==> src/sv/hlcd_pkg.sv <==
`timescale 1ns / 1ps
// Package for the header/length/checksum deframer: frame constants and result codes.
// Has no dependencies. The interfaces and the top level use it.
package hlcd_pkg;

    localparam int unsigned BUF_DEPTH_DEFAULT = 32;

    localparam logic [7:0] HDR_FIRST  = 8'h68;
    localparam logic [7:0] HDR_SECOND = 8'h50;
    localparam logic [7:0] END_MARK   = 8'h16;
    localparam logic [8:0] BODY_COUNT = 9'd14;
    localparam logic [4:0] CHECK_POS  = 5'd15;
    localparam logic [8:0] LEN_AT     = 9'd2;
    localparam logic [4:0] FIRST_BODY_IDX = 5'd2;
    localparam logic [4:0] SECOND_HDR_IDX = 5'd1;
    localparam logic [7:0] HDR_SUM    = HDR_FIRST + HDR_SECOND;

    typedef enum logic [2:0] {
        ST_NONE    = 3'd0,
        ST_STORED  = 3'd1,
        ST_OK      = 3'd2,
        ST_CK_ERR  = 3'd3,
        ST_NO_END  = 3'd4
    } status_t;

endpackage

==> src/sv/hlcd_if.sv <==
`timescale 1ns / 1ps
// Valid/ready channels of the deframer: received bytes in, per-byte results out.
// Depends on hlcd_pkg for the result code type.
interface hlcd_byte_if;
    logic       valid;
    logic       ready;
    logic [7:0] rx_byte;

    modport source (output valid, output rx_byte, input ready);
    modport sink   (input valid, input rx_byte, output ready);
endinterface

interface hlcd_result_if;
    logic              valid;
    logic              ready;
    hlcd_pkg::status_t status;
    logic              store_enable;
    logic [4:0]        store_index;
    logic              in_frame;

    modport source (output valid, output status, output store_enable,
                    output store_index, output in_frame, input ready);
    modport sink   (input valid, input status, input store_enable,
                    input store_index, input in_frame, output ready);
endinterface

==> src/sv/header_length_checksum_deframer_unit.sv <==
`timescale 1ns / 1ps
// Top level of the header/length/checksum deframer.
// Depends on hlcd_pkg and on the channel interfaces in hlcd_if.sv.
//
// Usage:
//   rx carries one received byte per transfer; res returns exactly one result
//   per byte: status code, store enable and index for the frame buffer, and
//   whether the receiver is inside a frame after that byte.
//   cfg_we/cfg_wdata write the enable bit; write it only while no byte is in
//   flight. With enable clear, bytes pass through with status none and no
//   state change.
// Latency and throughput:
//   A byte updates the deframer state in the cycle it transfers, and its
//   result appears from the result register on the next cycle. One byte per
//   cycle is sustained while res is ready; the only limit is the single result register.
// Reset:
//   rst_n clears enable, the frame state, the write pointer, the checksum and
//   the held previous byte, and empties the result register.
// Stall:
//   While res is stalled the result holds; rx is ready while the result
//   register is empty or will be emptied in the same cycle.
module header_length_checksum_deframer_unit #(
    parameter int unsigned BUF_DEPTH = hlcd_pkg::BUF_DEPTH_DEFAULT
) (
    input  logic                 clk,
    input  logic                 rst_n,
    input  logic                 cfg_we,
    input  logic                 cfg_wdata,
    hlcd_byte_if.sink            rx,
    hlcd_result_if.source        res
);

    localparam logic [5:0] DEPTH_LIMIT = 6'(BUF_DEPTH);

    logic       enable_reg;
    logic [7:0] prev_byte_reg,   prev_byte_next;
    logic       frame_active_reg, frame_active_next;
    logic [8:0] remaining_reg,   remaining_next;
    logic [4:0] write_ptr_reg,   write_ptr_next;
    logic [7:0] running_sum_reg, running_sum_next;

    logic              out_valid_reg;
    hlcd_pkg::status_t status_reg,   status_next;
    logic              store_en_reg, store_en_next;
    logic [4:0]        store_idx_reg, store_idx_next;
    logic              in_frame_reg;

    logic       take;
    logic [4:0] wp_base;
    logic [4:0] wp_inc;
    logic [8:0] rem_dec;

    assign rx.ready = !out_valid_reg || res.ready;
    assign take     = rx.valid && rx.ready;

    assign wp_base = ({1'b0, write_ptr_reg} >= DEPTH_LIMIT) ? 5'd0 : write_ptr_reg;
    assign wp_inc  = wp_base + 5'd1;
    assign rem_dec = remaining_reg - 9'd1;

    always_comb
    begin
        prev_byte_next    = prev_byte_reg;
        frame_active_next = frame_active_reg;
        remaining_next    = remaining_reg;
        write_ptr_next    = write_ptr_reg;
        running_sum_next  = running_sum_reg;
        status_next       = hlcd_pkg::ST_NONE;
        store_en_next     = 1'b0;
        store_idx_next    = 5'd0;

        if (enable_reg)
        begin
            write_ptr_next = wp_base;
            if (!frame_active_reg)
            begin
                // hunt for the header pair
                if (prev_byte_reg == hlcd_pkg::HDR_FIRST && rx.rx_byte == hlcd_pkg::HDR_SECOND)
                begin
                    frame_active_next = 1'b1;
                    remaining_next    = hlcd_pkg::BODY_COUNT;
                    running_sum_next  = hlcd_pkg::HDR_SUM;
                    write_ptr_next    = hlcd_pkg::FIRST_BODY_IDX;
                    status_next       = hlcd_pkg::ST_STORED;
                    store_en_next     = 1'b1;
                    store_idx_next    = hlcd_pkg::SECOND_HDR_IDX;
                end
                prev_byte_next = rx.rx_byte;
            end
            else
            begin
                store_en_next  = 1'b1;
                store_idx_next = wp_base;
                write_ptr_next = wp_inc;
                remaining_next = rem_dec;
                if (rem_dec == 9'd0)
                begin
                    frame_active_next = 1'b0;
                    status_next       = (rx.rx_byte == hlcd_pkg::END_MARK) ?
                                        hlcd_pkg::ST_OK : hlcd_pkg::ST_NO_END;
                    prev_byte_next    = rx.rx_byte;
                end
                else
                begin
                    // length byte extends the frame
                    if (rem_dec == hlcd_pkg::LEN_AT)
                        remaining_next = rem_dec + {1'b0, rx.rx_byte};
                    if (wp_inc == hlcd_pkg::CHECK_POS && rx.rx_byte != running_sum_reg)
                    begin
                        // abort; keep the previous byte
                        frame_active_next = 1'b0;
                        write_ptr_next    = 5'd0;
                        status_next       = hlcd_pkg::ST_CK_ERR;
                    end
                    else
                    begin
                        running_sum_next = running_sum_reg + rx.rx_byte;
                        status_next      = hlcd_pkg::ST_STORED;
                        prev_byte_next   = rx.rx_byte;
                    end
                end
            end
        end
    end

    always_ff @(posedge clk or negedge rst_n)
    begin
        if (!rst_n)
        begin
            enable_reg       <= 1'b0;
            prev_byte_reg    <= 8'd0;
            frame_active_reg <= 1'b0;
            remaining_reg    <= 9'd0;
            write_ptr_reg    <= 5'd0;
            running_sum_reg  <= 8'd0;
            out_valid_reg    <= 1'b0;
        end
        else
        begin
            if (cfg_we)
                enable_reg <= cfg_wdata;
            if (take)
            begin
                prev_byte_reg    <= prev_byte_next;
                frame_active_reg <= frame_active_next;
                remaining_reg    <= remaining_next;
                write_ptr_reg    <= write_ptr_next;
                running_sum_reg  <= running_sum_next;
                out_valid_reg    <= 1'b1;
            end
            else if (res.ready)
            begin
                out_valid_reg <= 1'b0;
            end
        end
    end

    // result payload: load on transfer, hold otherwise
    always_ff @(posedge clk)
    begin
        if (take)
        begin
            status_reg    <= status_next;
            store_en_reg  <= store_en_next;
            store_idx_reg <= store_idx_next;
            in_frame_reg  <= frame_active_next;
        end
    end

    assign res.valid        = out_valid_reg;
    assign res.status       = status_reg;
    assign res.store_enable = store_en_reg;
    assign res.store_index  = store_idx_reg;
    assign res.in_frame     = in_frame_reg;

`ifndef SYNTHESIS
    a_idx_zero_when_no_store: assert property (@(posedge clk) disable iff (!rst_n)
        res.valid && !res.store_enable |-> res.store_index == 5'd0)
        else $error("store index set without store enable");

    a_store_matches_status: assert property (@(posedge clk) disable iff (!rst_n)
        res.valid |-> ((res.status == hlcd_pkg::ST_NONE) == !res.store_enable))
        else $error("store enable disagrees with status");

    a_frame_end_leaves_frame: assert property (@(posedge clk) disable iff (!rst_n)
        res.valid && (res.status == hlcd_pkg::ST_OK || res.status == hlcd_pkg::ST_CK_ERR
                      || res.status == hlcd_pkg::ST_NO_END) |-> !res.in_frame)
        else $error("frame end reported while still in frame");

    a_header_start: assert property (@(posedge clk) disable iff (!rst_n)
        $rose(frame_active_reg) |-> remaining_reg == hlcd_pkg::BODY_COUNT
                                 && write_ptr_reg == hlcd_pkg::FIRST_BODY_IDX
                                 && running_sum_reg == hlcd_pkg::HDR_SUM)
        else $error("frame start did not load counters");
`endif

endmodule

==> src/flat_wrapper.sv <==
// flat-port wrapper written by rule: the top's interface ports become plain ports
module header_length_checksum_deframer_unit_flat 
#(
    parameter int unsigned BUF_DEPTH = hlcd_pkg::BUF_DEPTH_DEFAULT
)
  (clk, rst_n, cfg_we, cfg_wdata, rx_valid, rx_rx_byte, rx_ready, res_valid, res_status, res_store_enable, res_store_index, res_in_frame, res_ready);
  hlcd_byte_if rx_i ();
  hlcd_result_if res_i ();
  input  logic clk;
  input  logic rst_n;
  input  logic cfg_we;
  input  logic cfg_wdata;
  input wire logic [$bits(rx_i.valid)-1:0] rx_valid;
  input wire logic [$bits(rx_i.rx_byte)-1:0] rx_rx_byte;
  output wire logic [$bits(rx_i.ready)-1:0] rx_ready;
  output wire logic [$bits(res_i.valid)-1:0] res_valid;
  output wire logic [$bits(res_i.status)-1:0] res_status;
  output wire logic [$bits(res_i.store_enable)-1:0] res_store_enable;
  output wire logic [$bits(res_i.store_index)-1:0] res_store_index;
  output wire logic [$bits(res_i.in_frame)-1:0] res_in_frame;
  input wire logic [$bits(res_i.ready)-1:0] res_ready;
  assign rx_i.valid = rx_valid;
  assign rx_i.rx_byte = rx_rx_byte;
  assign rx_ready = rx_i.ready;
  assign res_valid = res_i.valid;
  assign res_status = res_i.status;
  assign res_store_enable = res_i.store_enable;
  assign res_store_index = res_i.store_index;
  assign res_in_frame = res_i.in_frame;
  assign res_i.ready = res_ready;
  header_length_checksum_deframer_unit #(.BUF_DEPTH(BUF_DEPTH)) u_core (.clk(clk), .rst_n(rst_n), .cfg_we(cfg_we), .cfg_wdata(cfg_wdata), .rx(rx_i), .res(res_i));
endmodule
==> config.mk <==
export PLATFORM = sky130hd
export DESIGN_NAME = header_length_checksum_deframer_unit_flat
export DESIGN_NICKNAME = d
export VERILOG_FILES = /design/src/sv/hlcd_pkg.sv /design/src/sv/hlcd_if.sv /design/src/sv/header_length_checksum_deframer_unit.sv /design/src/flat_wrapper.sv
export SDC_FILE = /design/constraint.sdc
export NUM_CORES = 1
export LEC_CHECK = 0
export ABC_AREA = 1
export BUFFER_PORTS_ARGS = -buffer_cell sky130_fd_sc_hd__buf_2
export CAP_MARGIN = 25
export CORE_MARGIN = 4
export CORE_UTILIZATION = 30
export DETAILED_ROUTE_END_ITERATION = 7
export PLACE_DENSITY = 0.46
export SLEW_MARGIN = 10
export SYNTH_ARGS = -nofsm -noshare
export SYNTH_HDL_FRONTEND = slang
export SYNTH_SLANG_ARGS = --single-unit
==> constraint.sdc <==
create_clock -name clk -period 5 [get_ports clk]
set_input_delay 0.25 -clock clk [delete_from_list [all_inputs] [get_ports clk]]
set_output_delay 0.25 -clock clk [all_outputs]
set_load 0.01 [all_outputs]
==> run_results.csv, run 1 <==
group,metric,value,unit
cts,cts_tree,"yes",
routing,routedWlPerCell,13.7,um
timing,timing.final.crit_share,53.8,%
cts,ctsResizeCount,0,
timing,relSlewSlack,47.1,%
synth,synth_fp_nets,455,
power,power.density,524,nW/um^2
floorplanning,core_area,10300,sq um
worst_setup_path,start_kind,"flop",
synth,synthMuxAreaShare,0,%
routing,first_iter_violations,82,
timing,skew,0.00479,ns
synth,synth_xor_xnor_area_share,3.60,%
routing,drt_first_pass_iters,4,
timing,maxSlewViolCount,0,
global_route,grt_util_all_layers,13.3,%
finish,largest_register_ffs,9,
routing,vias,2709,
timing,setup_viol,0,
floorplanning,die_h,111,um
power,leakagePower,1.83,nW
worst_setup_path,worst_setup_path_end_kind,"flop",
cts,clkSinkCount,43,
timing,rsz0062_at_grt,"no",
routing,avgViaCountPerCell,4.64,
synth,ys_types,32,
placed_design,dp_hpwl,6490,um
finish,final_cell_mix,"nand2_1, inv_1, nand3_1",
outcome,status,"completed",
timing,final_hold_viol_count,0,
synth,synth.top_cell.area_share,26.1,%
global_route,grt_start_max_net_pins,34,
worst_setup_path,cp.required,5.24,ns
routing,drt-total-wl,8020,um
worst_setup_path,arrival,2.93,ns
placed_design,globalplace.congestion,0.805,
cts,clockBufferDepth,2,
timing,fin_crit,2.69,ns
synth,avgSynthCellArea,7.55,sq um
synth,ys_seq_elements,43,
cts,insertion_delay,0.29,ns
finish,instances_no_fill,584,
synth,seq_area_frac_synth,35.6,%
global_route,grt_overflow,0,
global_route,antenna_found_initial,0,
synth,synthSimpleGateAreaFrac,36.4,%
floorplanning,design.die.area,12300,sq um
finish,n_antenna_cell,0,
synth,synth_fa_ha_area_share,9.18,%
synth,syn_area,3160,sq um
timing,setup_tns,0,ns
floorplanning,start_util,30.8,%
cts,cts_setup_buffers,0,
finish,drive_gt1_share,15.0,%
floorplanning,io_pins,26,
global_route,grt_first_pass_wirelength,13400,um
worst_setup_path,critPathKind,"reg2reg",
run,max_cap_viol_count,0,
synth,synth_top_family_by_area,"simple AND/OR/NAND/NOR gates",
cts,cts-root-buf,"clkbuf_8",
routing,drc_errors,0,
placed_design,dp_cells,576,
synth,synth_compound_area_share,7.44,%
cts,cts_hold_buf,0,
synth,yosys-top-cells-area,"dfrtp_1, nand2_1, edfxtp_1",
power,ir_drop,0.167,mV
worst_setup_path,cp_max_fo,8,
finish,nets,483,
cts,htree_levels,2,
synth,yosysTopAreaCell,"dfrtp_1",
floorplanning,dieWidth,111,um
synth,yosysWarnings,0,
global_route,grt_pass1_vias,2665,
cts,clkSlewWorstSetupHoldPaths,0.09,ns
synth,synthCells,419,
timing,max_freq,372,MHz
floorplanning,num_rows,37,
worst_setup_path,r2r_start,"u_core.remaining_reg[0]",
worst_setup_path,setup.worst_path.start,"u_core.remaining_reg[0]",
min_path,worstHoldPathType,"in2async",
cts,cts_buffers,5,
finish,synthToLayoutAreaGrowth,12.9,%
routing,ant_nets,0,
timing,tightest_slew,0.793,ns
finish,final_common_cell,"nand2_1",
placed_design,port_buffers,25,
## synth_stat cells, drive strengths merged
cell,n
nor3b,1
nand3b,5
nand4,13
o21ai,21
xor2,6
nand3,50
xnor2,7
nor3,4
edfxtp,10
dfrtp,33
a21o,2
clkbuf,3
o21bai,1
inv,60
fa,2
a21oi,12
ha,20
buf,1
nor2,41
a21boi,1
nand2,125
a31oi,1
## worst max-delay path, stage by stage (launching register included)
cell and delay (ns):
dfrtp_1 0.43, inv_1 0.25, ha_1 0.33, nand3_1 0.12, xor2_1 0.27, inv_1 0.08
ha_1 0.34, nand2_1 0.11, inv_1 0.04, a21oi_1 0.18, nand2_1 0.07, nand2_1 0.06
nand2_1 0.06, nand3_1 0.07, nand4_1 0.12, nand2_1 0.10
## power by group
group	switching [mW]	internal [mW]	leakage (nW)
Clock	0.128	0.199	0.0644
Sequential	0.101	0.459	0.515
Combinational	0.627	0.358	1.26
Total	0.856	1.02	1.83
## worst paths after layout
path | to | slack, ns | depth (start not counted)
max in group asynchronous | u_core.remaining_reg[4] | 4.47 | 1
max | u_core.remaining_reg[7] | 2.31 | 15
min reg2reg | u_core.prev_byte_reg[5] | 0.48 | 2
min | u_core.running_sum_reg[4] | 0.03 | 1
max reg2reg | u_core.remaining_reg[7] | 2.31 | 15
min in group clk | u_core.enable_reg | 0.15 | 2
## routing by layer
layer	part of all wire (%)	wire length (um)	track usage (%)	vias up
met5	0	0	0	-
met4	0.97	78	2.71	0
met3	2.7	215	2.07	9
met2	45	3590	21.1	35
met1	52	4140	19.3	1250
li1	-	-	-	1415
## area by class of cell
| type | count | area (sq um) |
|---|---|---|
| timing repair buffer | 25 | 125 |
| fill | 1108 | 6710 |
| sequential | 43 | 1130 |
| clock inverter | 3 | 67.6 |
| inverter | 60 | 225 |
| tap | 136 | 170 |
| multi-input combinational | 312 | 1790 |
| clock buffer | 5 | 68.8 |
## metrics by stage
| stage | area [sq um] | hold WS, ns | utilization (%) | setup slack, ns | total power [mW] |
|---|---|---|---|---|---|
| global placement | 3440 | 0.380 | 33.4 | 2.29 | 1.57 |
| detailed placement | 3440 | 0.390 | 33.4 | 2.34 | 1.56 |
| CTS | 3570 | 0.0569 | 34.8 | 2.31 | 1.89 |
| finish | 3570 | 0.0303 | 34.8 | 2.31 | 1.87 |
| floorplan | 3160 | -0.0456 | - | 2.81 | 1.31 |
| global route | 3570 | 0.0833 | 34.8 | 2.09 | 2.05 |
## cell families after synthesis
family          count (synthesis)
compound gates                 38
xor+xnor                       13
fa+ha+maj                      22
buf+inv                        64
flops                          43
simple gates                  239
No activity file was read; power rests on OpenSTA's default activity.
==> run 2: changes to the inputs <==
- PLACE_DENSITY: 0.46 -> 0.47
- clock period: 5 -> 2.45 ns (I/O delays scaled with it)
==> run 2 against run 1 <==
  * Clock power grew 54%
  * Clock-buffer cell count is the same
  * Maximum frequency grew 19%
  * Setup slack lost 2.1 ns
  * Core utilization grew 0.85 points
  * Critical path type unchanged
  * Critical endpoint is now u_core.remaining_reg[6]
  * Highest routed layer unchanged
==> run_results.csv, run 2 (synthesized netlist as in run 1, its figures left out) <==
group,metric,value,unit
cts,insertion_delay,0.31,ns
power,power.density,1030,nW/um^2
floorplanning,dieWidth,111,um
placed_design,dp_cells,587,
placed_design,dp_hpwl,6490,um
cts,cts_buffers,5,
routing,avgViaCountPerCell,4.69,
finish,fillers,1121,
worst_setup_path,crit_path_cell_trace,"buf_4, nor2_4, nand2_2, nand2_2, nand2_1, ha_1, nand2_1, inv_1, o21ai_0, nand3_1, xnor2_1, nand2_1, nand3_1, nand2_1",
worst_setup_path,arrival,2.47,ns
worst_setup_path,cp.required,2.66,ns
worst_setup_path,slowest_delay,0.41,ns
timing,tightest_slew,0.834,ns
worst_setup_path,crit_top_cell,"nand2_1",
run,max_cap_viol_count,0,
finish,multiInputGateArea,1810,sq um
worst_setup_path,critPathKind,"reg2reg",
finish,final_cell_mix,"nand2_1, inv_1, nand3_1",
timing,max_freq,443,MHz
floorplanning,design.die.area,12300,sq um
cts,clkSlewWorstSetupHoldPaths,0.10,ns
routing,ant_nets,0,
routing,drt-total-wl,8340,um
finish,nets,497,
timing,final_hold_viol_count,0,
timing,setup_tns,0,ns
global_route,antenna_found_initial,0,
global_route,grt_start_max_net_pins,34,
global_route,grt_util_all_layers,14.1,%
outcome,status,"completed",
finish,seq_area,1130,sq um
power,ir_drop,0.350,mV
power,leakagePower,1.88,nW
routing,routedWlPerCell,14.0,um
cts,clockBufferDepth,2,
floorplanning,core_area,10300,sq um
power,power,3.77,mW
placed_design,globalplace.congestion,0.859,
worst_setup_path,cp_max_fo,5,
routing,first_iter_violations,90,
finish,drive_gt1_share,18.2,%
finish,largest_register_ffs,9,
cts,htree_levels,2,
worst_setup_path,critPathTopFamily,"simple AND/OR/NAND/NOR gates",
routing,vias,2803,
finish,synthToLayoutAreaGrowth,15.7,%
min_path,worstHoldPathType,"in2reg",
worst_setup_path,critPathBufInv,2,
timing,skew,0.0136,ns
finish,final_common_cell,"nand2_1",
cts,clkSinkCount,43,
finish,instances_no_fill,598,
global_route,grt_pass1_vias,2948,
floorplanning,start_util,30.8,%
timing,timing.final.crit_share,92.1,%
floorplanning,die_h,111,um
cts,cts-root-buf,"clkbuf_8",
routing,drt_first_pass_iters,5,
timing,maxSlewViolCount,0,
global_route,grt_overflow,0,
timing,fin_crit,2.26,ns
global_route,grt_first_pass_wirelength,14200,um
timing,rsz0062_at_grt,"yes",
routing,drc_errors,0,
worst_setup_path,worst_setup_path_end_kind,"flop",
timing,relSlewSlack,44.4,%
cts,cts_tree,"yes",
placed_design,port_buffers,25,
floorplanning,num_rows,37,
floorplanning,io_pins,26,
worst_setup_path,start_kind,"flop",
worst_setup_path,critPathSlowestCell,"dfrtp_1",
timing,setup_viol,0,
finish,n_antenna_cell,0,
[run 2: cell type report]
class                      count  area share (%)
clock buffer                   5            1.88
clock inverter                 3           0.650
inverter                      60            6.15
multi-input combinational    312            49.5
sequential                    43            30.8
tap                          136            4.65
timing repair buffer          39            6.36
[run 2: final timing paths]
kind / from / endpoint / slack (ns) / cells past startpoint
min in group asynchronous: rst_n / u_core.running_sum_reg[5] / 0.42 / 2
setup reg to reg: u_core.remaining_reg[1] / u_core.remaining_reg[6] / 0.19 / 14
max in group asynchronous: rst_n / u_core.prev_byte_reg[2] / 1.48 / 2
setup / recovery: u_core.remaining_reg[1] / u_core.remaining_reg[6] / 0.19 / 14
hold reg to reg: u_core.prev_byte_reg[5] / u_core.prev_byte_reg[5] / 0.48 / 2
hold / removal: cfg_we / u_core.enable_reg / 0.01 / 2
[run 2: metal layers]
layer	global-route usage [%]	wire length, um
met5	0	0
met4	4.19	123
met3	2.35	313
met2	23.2	3890
met1	19.0	4020
[run 2: where the power goes]
| part | total (mW) | leakage [nW] | switching (mW) | internal, mW |
|---|---|---|---|---|
| clock | 0.505 | 0.0408 | 0.300 | 0.205 |
| combinational | 2.15 | 1.32 | 1.31 | 0.844 |
| sequential | 1.12 | 0.515 | 0.179 | 0.937 |
| total | 3.77 | 1.88 | 1.79 | 1.99 |
[run 2: through the flow]
step | cell area (sq um) | setup WS, ns | util (%) | hold slack [ns]
after floorplan | 3160 | 0.255 | - | -0.173
after global placement | 3520 | -0.0270 | 34.2 | 0.280
after detailed placement | 3520 | -0.0622 | 34.2 | 0.277
after CTS | 3630 | 0.0123 | 35.3 | 0.00190
after global routing | 3660 | 0.00184 | 35.6 | 0.0403
final | 3660 | 0.193 | 35.6 | 0.0130
[run 2: repair_timing]
item                                    4_1_cts  5_1_grt
setup buffers                                 0        2
gates resized for setup                       3        2
hold endpoints to repair                     33        0
endpoints found under the setup margin        1        2
hold buffers                                  1        0
